## config.mk

```make
export PLATFORM = sky130hd
export DESIGN_NAME = gf256_arith_unit
export DESIGN_NICKNAME = d
export VERILOG_FILES = /design/src/sv/gfau_pkg.sv /design/src/sv/gfau_mul_cell.sv /design/src/sv/gfau_piv_cell.sv /design/src/sv/gf256_arith_unit.sv
export VERILOG_INCLUDE_DIRS = /design/src /design/src/sv
export SDC_FILE = /design/constraint.sdc
export NUM_CORES = 1
export LEC_CHECK = 0
export ABC_CLOCK_PERIOD_IN_PS = 20900
export BUFFER_PORTS_ARGS = -buffer_cell sky130_fd_sc_hd__buf_2
export CAP_MARGIN = 0
export CORE_ASPECT_RATIO = 1.5
export CORE_UTILIZATION = 42
export DETAILED_ROUTE_END_ITERATION = 6
export PLACE_DENSITY = 0.62
export SLEW_MARGIN = 10
export SYNTH_ARGS = -nofsm -noshare
export SYNTH_HDL_FRONTEND = slang
export SYNTH_SLANG_ARGS = --single-unit
```

## constraint.sdc

```tcl
create_clock -name aclk -period 20.9 [get_ports aclk]
set_clock_uncertainty 0.15 [all_clocks]
set_input_delay 4.18 -clock aclk [delete_from_list [all_inputs] [get_ports aclk]]
set_output_delay 4.18 -clock aclk [all_outputs]
set_load 0.005 [all_outputs]
```

## src/sv/assert_macros.svh

```systemverilog
// assertion macros used by the rtl file gf256_arith_unit.sv
`ifndef ASSERT_MACROS_SVH
`define ASSERT_MACROS_SVH

`ifndef ASSERT_OFF

// property must hold at every clock edge outside reset
`define ASSERT_ALWAYS(label, clk, rstn, prop) \
    label: assert property (@(posedge clk) disable iff (!(rstn)) (prop)) \
        else $error("assertion failed: label");

// expression must never be true outside reset
`define ASSERT_NEVER(label, clk, rstn, expr) \
    label: assert property (@(posedge clk) disable iff (!(rstn)) !(expr)) \
        else $error("assertion failed: label");

`else

`define ASSERT_ALWAYS(label, clk, rstn, prop)
`define ASSERT_NEVER(label, clk, rstn, expr)

`endif

`endif

```

## src/sv/gfau_pkg.sv

```systemverilog
// types, constants and helper functions of the gf(2^8) arithmetic unit
package gfau_pkg;

    localparam int BYTE_W    = 8;
    localparam int NUM_CELLS = BYTE_W;
    localparam int IDX_W     = $clog2(BYTE_W);

    localparam logic [BYTE_W-1:0] GF_TOP_BIT    = 8'h80;
    localparam logic [BYTE_W-1:0] GF_ONE        = 8'h01;
    localparam logic [BYTE_W-1:0] GF_POLY_RESET = 8'h1b;

    typedef enum logic [1:0] {
        GFAU_ADD = 2'd0,
        GFAU_MUL = 2'd1,
        GFAU_INV = 2'd2
    } gfau_mode_t;

    // one item as it travels down the chain of cells
    typedef struct packed {
        gfau_mode_t                        mode;
        logic [BYTE_W-1:0]                 add_res;
        logic                              a_nz;
        logic [BYTE_W-1:0]                 term;
        logic [BYTE_W-1:0]                 acc;
        logic [BYTE_W-1:0]                 b_rem;
        logic [BYTE_W-1:0][BYTE_W-1:0]     cols;
        logic [BYTE_W-1:0]                 rhs;
        logic [BYTE_W-1:0]                 used;
        logic [BYTE_W-1:0][IDX_W-1:0]      piv;
        logic                              singular;
    } gfau_item_t;

    function automatic logic [BYTE_W-1:0] gfau_xtime(
        input logic [BYTE_W-1:0] v,
        input logic [BYTE_W-1:0] poly
    );
        logic [BYTE_W-1:0] shifted;
        shifted = {v[BYTE_W-2:0], 1'b0};
        if ((v & GF_TOP_BIT) != '0) begin
            shifted = shifted ^ poly;
        end
        return shifted;
    endfunction

    // index of the lowest set bit, zero when none is set
    function automatic logic [IDX_W-1:0] gfau_lowest(input logic [BYTE_W-1:0] v);
        logic [IDX_W-1:0] idx;
        idx = '0;
        for (int i = BYTE_W - 1; i >= 0; i--) begin
            if (v[i]) begin
                idx = IDX_W'(i);
            end
        end
        return idx;
    endfunction

endpackage

```

## src/sv/gfau_mul_cell.sv

```systemverilog
// shift-and-add cell: one bit of operand_b per cell, also collects a*x^k columns
module gfau_mul_cell (
    input  logic                      aclk,
    input  logic                      aresetn,
    input  logic [gfau_pkg::BYTE_W-1:0] poly,
    input  logic                      in_valid,
    output logic                      in_ready,
    input  gfau_pkg::gfau_item_t      in_item,
    output logic                      out_valid,
    input  logic                      out_ready,
    output gfau_pkg::gfau_item_t      out_item
);

    logic                 valid_reg;
    logic                 valid_next;
    gfau_pkg::gfau_item_t item_reg;
    gfau_pkg::gfau_item_t item_next;

    assign in_ready  = !valid_reg || out_ready;
    assign out_valid = valid_reg;
    assign out_item  = item_reg;

    always_comb begin
        valid_next = in_ready ? in_valid : valid_reg;
    end

    always_comb begin
        item_next = in_item;
        if (in_item.b_rem[0]) begin
            item_next.acc = in_item.acc ^ in_item.term;
        end
        item_next.term  = gfau_pkg::gfau_xtime(in_item.term, poly);
        item_next.b_rem = in_item.b_rem >> 1;
        // newest column enters at the top, first column ends at index zero
        item_next.cols  = {in_item.term, in_item.cols[gfau_pkg::BYTE_W-1:1]};
    end

    always_ff @(posedge aclk) begin
        if (!aresetn) begin
            valid_reg <= 1'b0;
        end else begin
            valid_reg <= valid_next;
        end
    end

    always_ff @(posedge aclk) begin
        if (in_ready && in_valid) begin
            item_reg <= item_next;
        end
    end

endmodule

```

## src/sv/gfau_piv_cell.sv

```systemverilog
// gauss-jordan cell: pivots on column zero, then rotates the columns by one
module gfau_piv_cell (
    input  logic                 aclk,
    input  logic                 aresetn,
    input  logic                 in_valid,
    output logic                 in_ready,
    input  gfau_pkg::gfau_item_t in_item,
    output logic                 out_valid,
    input  logic                 out_ready,
    output gfau_pkg::gfau_item_t out_item
);

    logic                                          valid_reg;
    logic                                          valid_next;
    gfau_pkg::gfau_item_t                          item_reg;
    gfau_pkg::gfau_item_t                          item_next;
    logic [gfau_pkg::BYTE_W-1:0]                   avail;
    logic                                          found;
    logic [gfau_pkg::IDX_W-1:0]                    p;
    logic [gfau_pkg::BYTE_W-1:0]                   p_bit;
    logic [gfau_pkg::BYTE_W-1:0]                   mask;
    logic [gfau_pkg::BYTE_W-1:0][gfau_pkg::BYTE_W-1:0] cols_red;

    assign in_ready  = !valid_reg || out_ready;
    assign out_valid = valid_reg;
    assign out_item  = item_reg;

    always_comb begin
        valid_next = in_ready ? in_valid : valid_reg;
    end

    always_comb begin
        avail = in_item.cols[0] & ~in_item.used;
        found = |avail;
        p     = gfau_pkg::gfau_lowest(avail);
        p_bit = gfau_pkg::BYTE_W'(1) << p;
        // rows other than the pivot row that carry this variable
        mask  = found ? (in_item.cols[0] & ~p_bit) : '0;

        item_next = in_item;
        for (int j = 0; j < gfau_pkg::BYTE_W; j++) begin
            cols_red[j] = in_item.cols[j] ^ (in_item.cols[j][p] ? mask : '0);
        end
        item_next.rhs      = in_item.rhs ^ (in_item.rhs[p] ? mask : '0);
        item_next.cols     = {cols_red[0], cols_red[gfau_pkg::BYTE_W-1:1]};
        item_next.used     = in_item.used | (found ? p_bit : '0);
        item_next.piv      = {p, in_item.piv[gfau_pkg::BYTE_W-1:1]};
        item_next.singular = in_item.singular | !found;
    end

    always_ff @(posedge aclk) begin
        if (!aresetn) begin
            valid_reg <= 1'b0;
        end else begin
            valid_reg <= valid_next;
        end
    end

    always_ff @(posedge aclk) begin
        if (in_ready && in_valid) begin
            item_reg <= item_next;
        end
    end

endmodule

```

## src/sv/gf256_arith_unit.sv

```systemverilog
// gf(2^8) arithmetic unit: add, multiply and inverse under a configurable polynomial
// items pass through 8 multiply cells, then 8 pivot cells and one output register
// throughput: one item per cycle while m_tready does not stall the output; each cell is a stage with its own handshake
// inverse solves a*b = 1 by gauss-jordan elimination, one column per pivot cell
// reset clears all valid flags and loads poly_reg with 0x1b
`include "assert_macros.svh"

module gf256_arith_unit (
    input  logic        aclk,
    input  logic        aresetn,
    input  logic        cfg_wr_en,
    input  logic [7:0]  cfg_wr_data,
    input  logic        s_tvalid,
    output logic        s_tready,
    input  logic [15:0] s_tdata,   // operand_a [7:0], operand_b [15:8]
    input  logic [1:0]  s_tuser,   // mode [1:0]
    output logic        m_tvalid,
    input  logic        m_tready,
    output logic [7:0]  m_tdata,   // result [7:0]
    output logic        m_tuser    // no_inverse [0]
);

    localparam int NC = gfau_pkg::NUM_CELLS;

    logic [gfau_pkg::BYTE_W-1:0] poly_reg;
    logic [gfau_pkg::BYTE_W-1:0] poly_next;

    logic [2*NC:0]        st_valid;
    logic [2*NC:0]        st_ready;
    gfau_pkg::gfau_item_t st_item [2*NC+1];
    gfau_pkg::gfau_item_t head_item;

    logic                        m_valid_reg;
    logic                        m_valid_next;
    logic [gfau_pkg::BYTE_W-1:0] m_data_reg;
    logic [gfau_pkg::BYTE_W-1:0] m_data_next;
    logic                        m_user_reg;
    logic                        m_user_next;
    logic [gfau_pkg::BYTE_W-1:0] inv_byte;
    gfau_pkg::gfau_item_t        last_item;

    // configuration register
    always_comb begin
        poly_next = cfg_wr_en ? cfg_wr_data : poly_reg;
    end

    always_ff @(posedge aclk) begin
        if (!aresetn) begin
            poly_reg <= gfau_pkg::GF_POLY_RESET;
        end else begin
            poly_reg <= poly_next;
        end
    end

    // item entering the chain
    assign st_valid[0] = s_tvalid;
    assign s_tready    = st_ready[0];

    always_comb begin
        head_item          = '0;
        head_item.mode     = gfau_pkg::gfau_mode_t'(s_tuser);
        head_item.add_res  = s_tdata[7:0] ^ s_tdata[15:8];
        head_item.a_nz     = |s_tdata[7:0];
        head_item.term     = s_tdata[7:0];
        head_item.b_rem    = s_tdata[15:8];
        head_item.rhs      = gfau_pkg::GF_ONE;
    end

    assign st_item[0] = head_item;

    for (genvar i = 0; i < NC; i++) begin : g_mul
        gfau_mul_cell u_mul (
            .aclk      (aclk),
            .aresetn   (aresetn),
            .poly      (poly_reg),
            .in_valid  (st_valid[i]),
            .in_ready  (st_ready[i]),
            .in_item   (st_item[i]),
            .out_valid (st_valid[i+1]),
            .out_ready (st_ready[i+1]),
            .out_item  (st_item[i+1])
        );
    end

    for (genvar i = NC; i < 2*NC; i++) begin : g_piv
        gfau_piv_cell u_piv (
            .aclk      (aclk),
            .aresetn   (aresetn),
            .in_valid  (st_valid[i]),
            .in_ready  (st_ready[i]),
            .in_item   (st_item[i]),
            .out_valid (st_valid[i+1]),
            .out_ready (st_ready[i+1]),
            .out_item  (st_item[i+1])
        );
    end

    // output register
    assign last_item    = st_item[2*NC];
    assign st_ready[2*NC] = !m_valid_reg || m_tready;

    always_comb begin
        // each pivot row ends up holding its variable's value in the right-hand side
        for (int k = 0; k < gfau_pkg::BYTE_W; k++) begin
            inv_byte[k] = last_item.rhs[last_item.piv[k]];
        end
        unique case (last_item.mode)
            gfau_pkg::GFAU_ADD: begin
                m_data_next = last_item.add_res;
                m_user_next = 1'b0;
            end
            gfau_pkg::GFAU_MUL: begin
                m_data_next = last_item.acc;
                m_user_next = 1'b0;
            end
            gfau_pkg::GFAU_INV: begin
                m_data_next = last_item.singular ? '0 : inv_byte;
                m_user_next = last_item.singular && last_item.a_nz;
            end
            default: begin
                m_data_next = '0;
                m_user_next = 1'b0;
            end
        endcase
        m_valid_next = st_ready[2*NC] ? st_valid[2*NC] : m_valid_reg;
    end

    always_ff @(posedge aclk) begin
        if (!aresetn) begin
            m_valid_reg <= 1'b0;
        end else begin
            m_valid_reg <= m_valid_next;
        end
    end

    always_ff @(posedge aclk) begin
        if (st_ready[2*NC] && st_valid[2*NC]) begin
            m_data_reg <= m_data_next;
            m_user_reg <= m_user_next;
        end
    end

    assign m_tvalid = m_valid_reg;
    assign m_tdata  = m_data_reg;
    assign m_tuser  = m_user_reg;

    // a flagged result always carries a zero byte
    `ASSERT_NEVER(a_flag_zero, aclk, aresetn, m_valid_reg && m_user_reg && (m_data_reg != '0))
    // an empty output register lets the whole chain take a transfer
    `ASSERT_ALWAYS(a_ready_empty, aclk, aresetn, !m_valid_reg |-> s_tready)
    // polynomial holds the aes default right after reset
    `ASSERT_ALWAYS(a_poly_reset, aclk, aresetn, $rose(aresetn) |-> (poly_reg == gfau_pkg::GF_POLY_RESET))

endmodule

```

== Yosys cells after proc, flatten, opt, wreduce, memory -nomap -nowiden ==
Memory sizes are Yosys's and may differ from the RTL's.
Cells that the tools add are included.

* Flip-flop bits (word level): 1,170
* ROM bits: 8
* Memories kept: 1
* Input port bits: 31

{| class="wikitable"
|+ Memory list
! memory !! depth !! width !! read ports !! clocked after memory_dff !! wr ports !! line !! source
|-
| (no name shown) || 8 || 1 || 1 || 0 || 0 || gfau_piv_cell.sv:44 || <nowiki>item_next.rhs = in_item.rhs ^ (in_item.rhs[p] ? mask : '0);</nowiki>
|}

* Reductions and logical operators: 70
* Order comparisons: 16
* Eq/ne operators: 2
* Shift operators: 8
* Mux-type cells: 217
* Bitwise operators: 94

{| class="wikitable"
|+ Operators by type and width
! kind !! count
|-
| $mux W8 || 64
|-
| $xor A8 B8 Y8 || 50
|-
| $mux W3 || 64
|-
| $bmux W1 S3 || 43
|-
| $and A8 B8 Y8 || 15
|-
| $not A8 Y8 || 15
|-
| $reduce_or A8 Y1 || 9
|-
| $lt A3 B4 Y1 const B || 16
|-
| $shl A1 B3 Y8 const A || 8
|-
| $or A8 B8 Y8 || 6
|-
| $mux W1 || 45
|-
| $logic_not A1 Y1 || 25
|-
| $pmux W8 S3 || 1
|-
| $logic_and A1 B1 Y1 || 18
|-
| $logic_or A1 B1 Y1 || 17
|-
| $or A1 B1 Y1 || 7
|-
| $eq A2 B1 Y1 const B || 1
|-
| $eq A2 B2 Y1 const B || 1
|-
| $logic_not A2 Y1 || 1
|-
| $not A1 Y1 || 1
|}

== Logic depth before layout (Yosys ltp) ==
* Depth in word-level cells: 19
* Mapped depth: 11
* Mapped depth without buffers: 8

== Modules after synthesis ==
A second synthesis with hierarchy kept.

* Cell total of the unflattened synthesis: 4,914
* Area, all modules: 89,866.2 um2

{| class="wikitable"
|+ By module, submodules not included
! module !! cells an instance !! sequential area each (um2) !! instances !! area each (um2)
|-
| gfau_piv_cell || 419 || 4,224.1 || 8 || 6,530.0
|-
| gfau_mul_cell || 179 || 4,194.0 || 8 || 4,521.8
|-
| gf256_arith_unit || 130 || 450.4 || 1 || 1,451.4
|}

== Worst setup path before layout ==
OpenSTA, ideal clock, no wires.

* Kind: input to register
* Start point: input m_tready
* End point: register g_piv[8].u_piv.item_reg (netlist bit g_piv[8].u_piv.out_item[0]) (enable)
* Required time: 20.056 ns
* Arrival time: 11.775 ns
* Library setup time: 0.694 ns
* Slack: 8.281 ns
* Cell stages on the path: 4
* Cells stage by stage: and4b_1 -> and4_1 -> and3_1 -> a21boi_0

* Word-level cells in the longest chain between the ends: 10

{| class="wikitable"
|+ Ends and longest elaborated chain
! element !! line !! source
|-
| start, declared || gf256_arith_unit.sv:18 || <nowiki>input logic m_tready,</nowiki>
|-
| $logic_or A1 B1 Y1 || gf256_arith_unit.sv:100 || <nowiki>assign st_ready[2*NC] = !m_valid_reg || m_tready;</nowiki>
|-
| $logic_or A1 B1 Y1 (8 in a row) || gfau_piv_cell.sv:24 || <nowiki>assign in_ready = !valid_reg || out_ready;</nowiki>
|-
| $logic_and A1 B1 Y1 || gfau_piv_cell.sv:60 || <nowiki>if (in_ready && in_valid) begin</nowiki>
|-
| end signal, assigned || gfau_piv_cell.sv:61 || <nowiki>item_reg <= item_next;</nowiki>
|-
| end, declared || gfau_piv_cell.sv:15 || <nowiki>gfau_pkg::gfau_item_t item_reg;</nowiki>
|}

No other way between the ends.
A chain may end at the register's enable or synchronous reset.

== Worst setup path in the final report ==
* Start point: input m_tready
* End point: output s_tready

* Word-level cells in the longest chain between the ends: 17

{| class="wikitable"
|+ Ends and longest elaborated chain
! element !! line !! source
|-
| $logic_or A1 B1 Y1 || gf256_arith_unit.sv:100 ||
|-
| $logic_or A1 B1 Y1 (8 in a row) || gfau_piv_cell.sv:24 ||
|-
| $logic_or A1 B1 Y1 (8 in a row) || gfau_mul_cell.sv:19 || <nowiki>assign in_ready = !valid_reg || out_ready;</nowiki>
|-
| end, declared || gf256_arith_unit.sv:14 || <nowiki>output logic s_tready,</nowiki>
|}

No other way between the ends.

==> qor.txt <==
first-pass GRT wire length -> 147000 µm
Largest register FFs -> 612
post-placement cell count -> 4312
ranking of synthesized cells by area -> edfxtp_1 (73%), xor2_1 (4.4%), xnor2_1 (2.8%)
final setup margin -> 9.85 ns
Worst Reg-to-Reg Cells -> 7
minimum clock period -> 11.05 ns
gpl congestion -> 1.08
initial antenna violation count -> 1
CTS buffer count -> 104
ANT nets after route -> 0
status -> finished, violations left
cts hold-fix bufs -> 0
Clock Path Buffers -> 3
CP endpoint kind -> output pin
IO buf count -> 41
Yosys top cell area share -> 0.732
Final period util -> 0.529
Initial Util -> 0.426
Worst Hold Depth -> 0
count leader, synth -> edfxtp_1
Slew Limit Fails -> 0
Reg area -> 0.0349 mm²
Fmax -> 90.5 MHz
asr flop ratio synth -> 0
arrival time worst endpoint -> 6.72 ns
WP data required -> 16.57 ns
highest net fanout along the worst path -> 6
die footprint -> 0.113 mm²
Avg Cell Area, Syn -> 16.3 µm²
post-cts repair resize count -> 0
Final HPWL DP -> 73400 µm
Worst setup SP type -> input pin
via count -> 24000
most instantiated cells after synthesis -> edfxtp_1 (1145), xor2_1 (236), nand2_1 (204), o22ai_1 (186), xnor2_1 (150)
unrepaired setup endpoints after global routing -> no
Synth Cell Area -> 0.0470 mm²
GRT Total Usage -> 0.174
largest net degree at the start of global routing -> 84
CTS tree -> built
Mapped Cells -> 2886
cell area after layout -> 0.0525 mm²
flop2flop setup slack -> 17.11 ns
Worst-Margin Slew -> 1.24 ns
Pwr per Cell Area -> 86.8 mW/mm²
maximum vdd drop -> 0.0711 mV
Layout Nets -> 3015
First DRT Iteration DRCs -> 1362
chip height -> 412 µm
failing checks -> DRC
layout cells sized above 1 -> 0.121
post-synthesis cell type count -> 90
FILL cells -> 9290
Synth Net Count -> 2917
Hold Path End -> g_mul[7].u_mul.out_item[96]
min-delay src -> g_mul[6].u_mul.out_item[104]
H-tree levels -> 3
Critical R2R Capture -> g_piv[13].u_piv.out_item[46]
final setup vio count -> 0
final setup TNS -> 0 ns
ys flop type -> edfxtp_1
Root Buffer -> clkbuf_16
worst rel slew slack -> 0.167
drt wl/cell -> 21.5 µm
DRC -> 2
register area share after synthesis -> 0.743
Setup WS pre-CTS -> 9.89 ns
Placed Area -> 0.0490 mm²
hold crit path type -> reg -> reg
CORE AREA -> 0.110 mm²
global route overflow -> 0
Multi-input gate area -> 0.0118 mm²
Max Cap Viol -> 0
DR vias/cell -> 5.33
number of synthesized flops with an enable pin -> 1145
reg-to-reg critical path startpoint -> g_piv[12].u_piv.out_item[27]
final hold violation count -> 0
latest clock arrival within the worst-skew pair -> 0.71 ns
P_leak -> 0.0174 µW
vias in the first global route -> 25100
drt pass-1 iters -> 7
clock transition at the registers of the reported paths -> 0.06 ns
die width -> 275 µm
cell row count -> 149
# IOs -> 42
CTS Sinks -> 1170
Synth Warn # -> 0
Post-CTS Setup Bufs -> 0
leading area contributor after synthesis -> edfxtp_1
critical path class -> in -> out
area delta synth->final -> 11.8%
Routed WL -> 96900 µm
fin cells -> 4506
flops & latches, synth -> 1170
==> metrics by stage <==
stage	total power (µW)	utilization	hold WS (ns)
2_1_floorplan	2650	-	0.250
3_3_place_gp	2670	0.444	0.252
3_5_place_dp	2670	0.444	0.255
4_1_cts	4610	0.476	0.260
5_1_grt	4700	0.476	0.264
6_report	4560	0.476	0.261
==> metal layers <==
metal | up-vias | wire, µm | global-route usage | share of wire
met5 | - | 0 | 0 | 0
met4 | 0 | 6350 | 0.114 | 0.066
met3 | 296 | 3160 | 0.0248 | 0.033
met2 | 668 | 57500 | 0.359 | 0.59
met1 | 11700 | 29900 | 0.148 | 0.31
li1 | 11300 | - | - | -
==> cell usage in the layout, fill, tap and decap left out, drive strengths merged, types with 18 or more instances in the layout <==
| cell type | netlist | final |
|---|---|---|
| o22ai | 186 | 186 |
| o221ai | 18 | 18 |
| nand2 | 204 | 204 |
| nor3 | 28 | 28 |
| o211ai | 33 | 33 |
| clkbuf | 48 | 129 |
| xor2 | 236 | 236 |
| edfxtp | 1145 | 1145 |
| o21ai | 34 | 34 |
| nand3 | 36 | 36 |
| a22o | 26 | 26 |
| inv | 20 | 26 |
| a21oi | 51 | 51 |
| clkinv | 0 | 37 |
| nor2b | 56 | 56 |
| a21o | 19 | 19 |
| nand2b | 55 | 55 |
| and2 | 25 | 25 |
| xnor2 | 150 | 150 |
| mux2i | 89 | 89 |
| mux2 | 33 | 33 |
| dfxtp | 25 | 25 |
| a211oi | 18 | 18 |
| nor2 | 123 | 123 |
| buf | 29 | 69 |
==> final cells by class <==
type	count	area share
timing repair buffer	69	0.00791
multi-input combinational	1619	0.225
sequential	1170	0.664
tap	1434	0.0342
antenna	1	0.0000477
clock inverter	64	0.0148
clock buffer	129	0.0525
inverter	20	0.00143
==> logic make-up (layout without fill, tap and decap cells) <==
family / count (synthesis) / count (layout) / share of synthesized area
flops: 1170 / 1170 / 0.743
simple gates: 592 / 592 / 0.0624
compound gates: 502 / 502 / 0.0784
xor+xnor: 386 / 386 / 0.0720
mux: 138 / 138 / 0.0347
buf+inv: 97 / 282 / 0.00972
other cells: 1 / 2 / 0.0000798
==> where the power goes <==
| group | total (µW) | internal, µW | switching [µW] |
|---|---|---|---|
| combinational | 37.6 | 16.0 | 21.5 |
| sequential | 2580 | 2570 | 15.2 |
| clock | 1940 | 1120 | 821 |
==> worst max-delay path, cell delays in order <==
cell and delay [ns]:
buf_2 0.11, and4b_1 0.46, and4_1 0.50, and3_1 0.33
and3_1 0.31, and3_1 0.48, nand3_1 0.18, buf_2 0.16
==> how the worst max path moves through the flow <==
| stage | end | start | slack [ns] |
|---|---|---|---|
| 6_report | s_tready | m_tready | 9.85 |
| 2_1_floorplan | g_piv[8].u_piv.out_item[0] | m_tready | 8.28 |
| 5_1_grt | s_tready | m_tready | 9.75 |
| 4_1_cts | s_tready | m_tready | 9.85 |
| 3_3_place_gp | s_tready | m_tready | 9.88 |
| 3_5_place_dp | s_tready | m_tready | 9.89 |
Power figures use the tool's default switching activity.
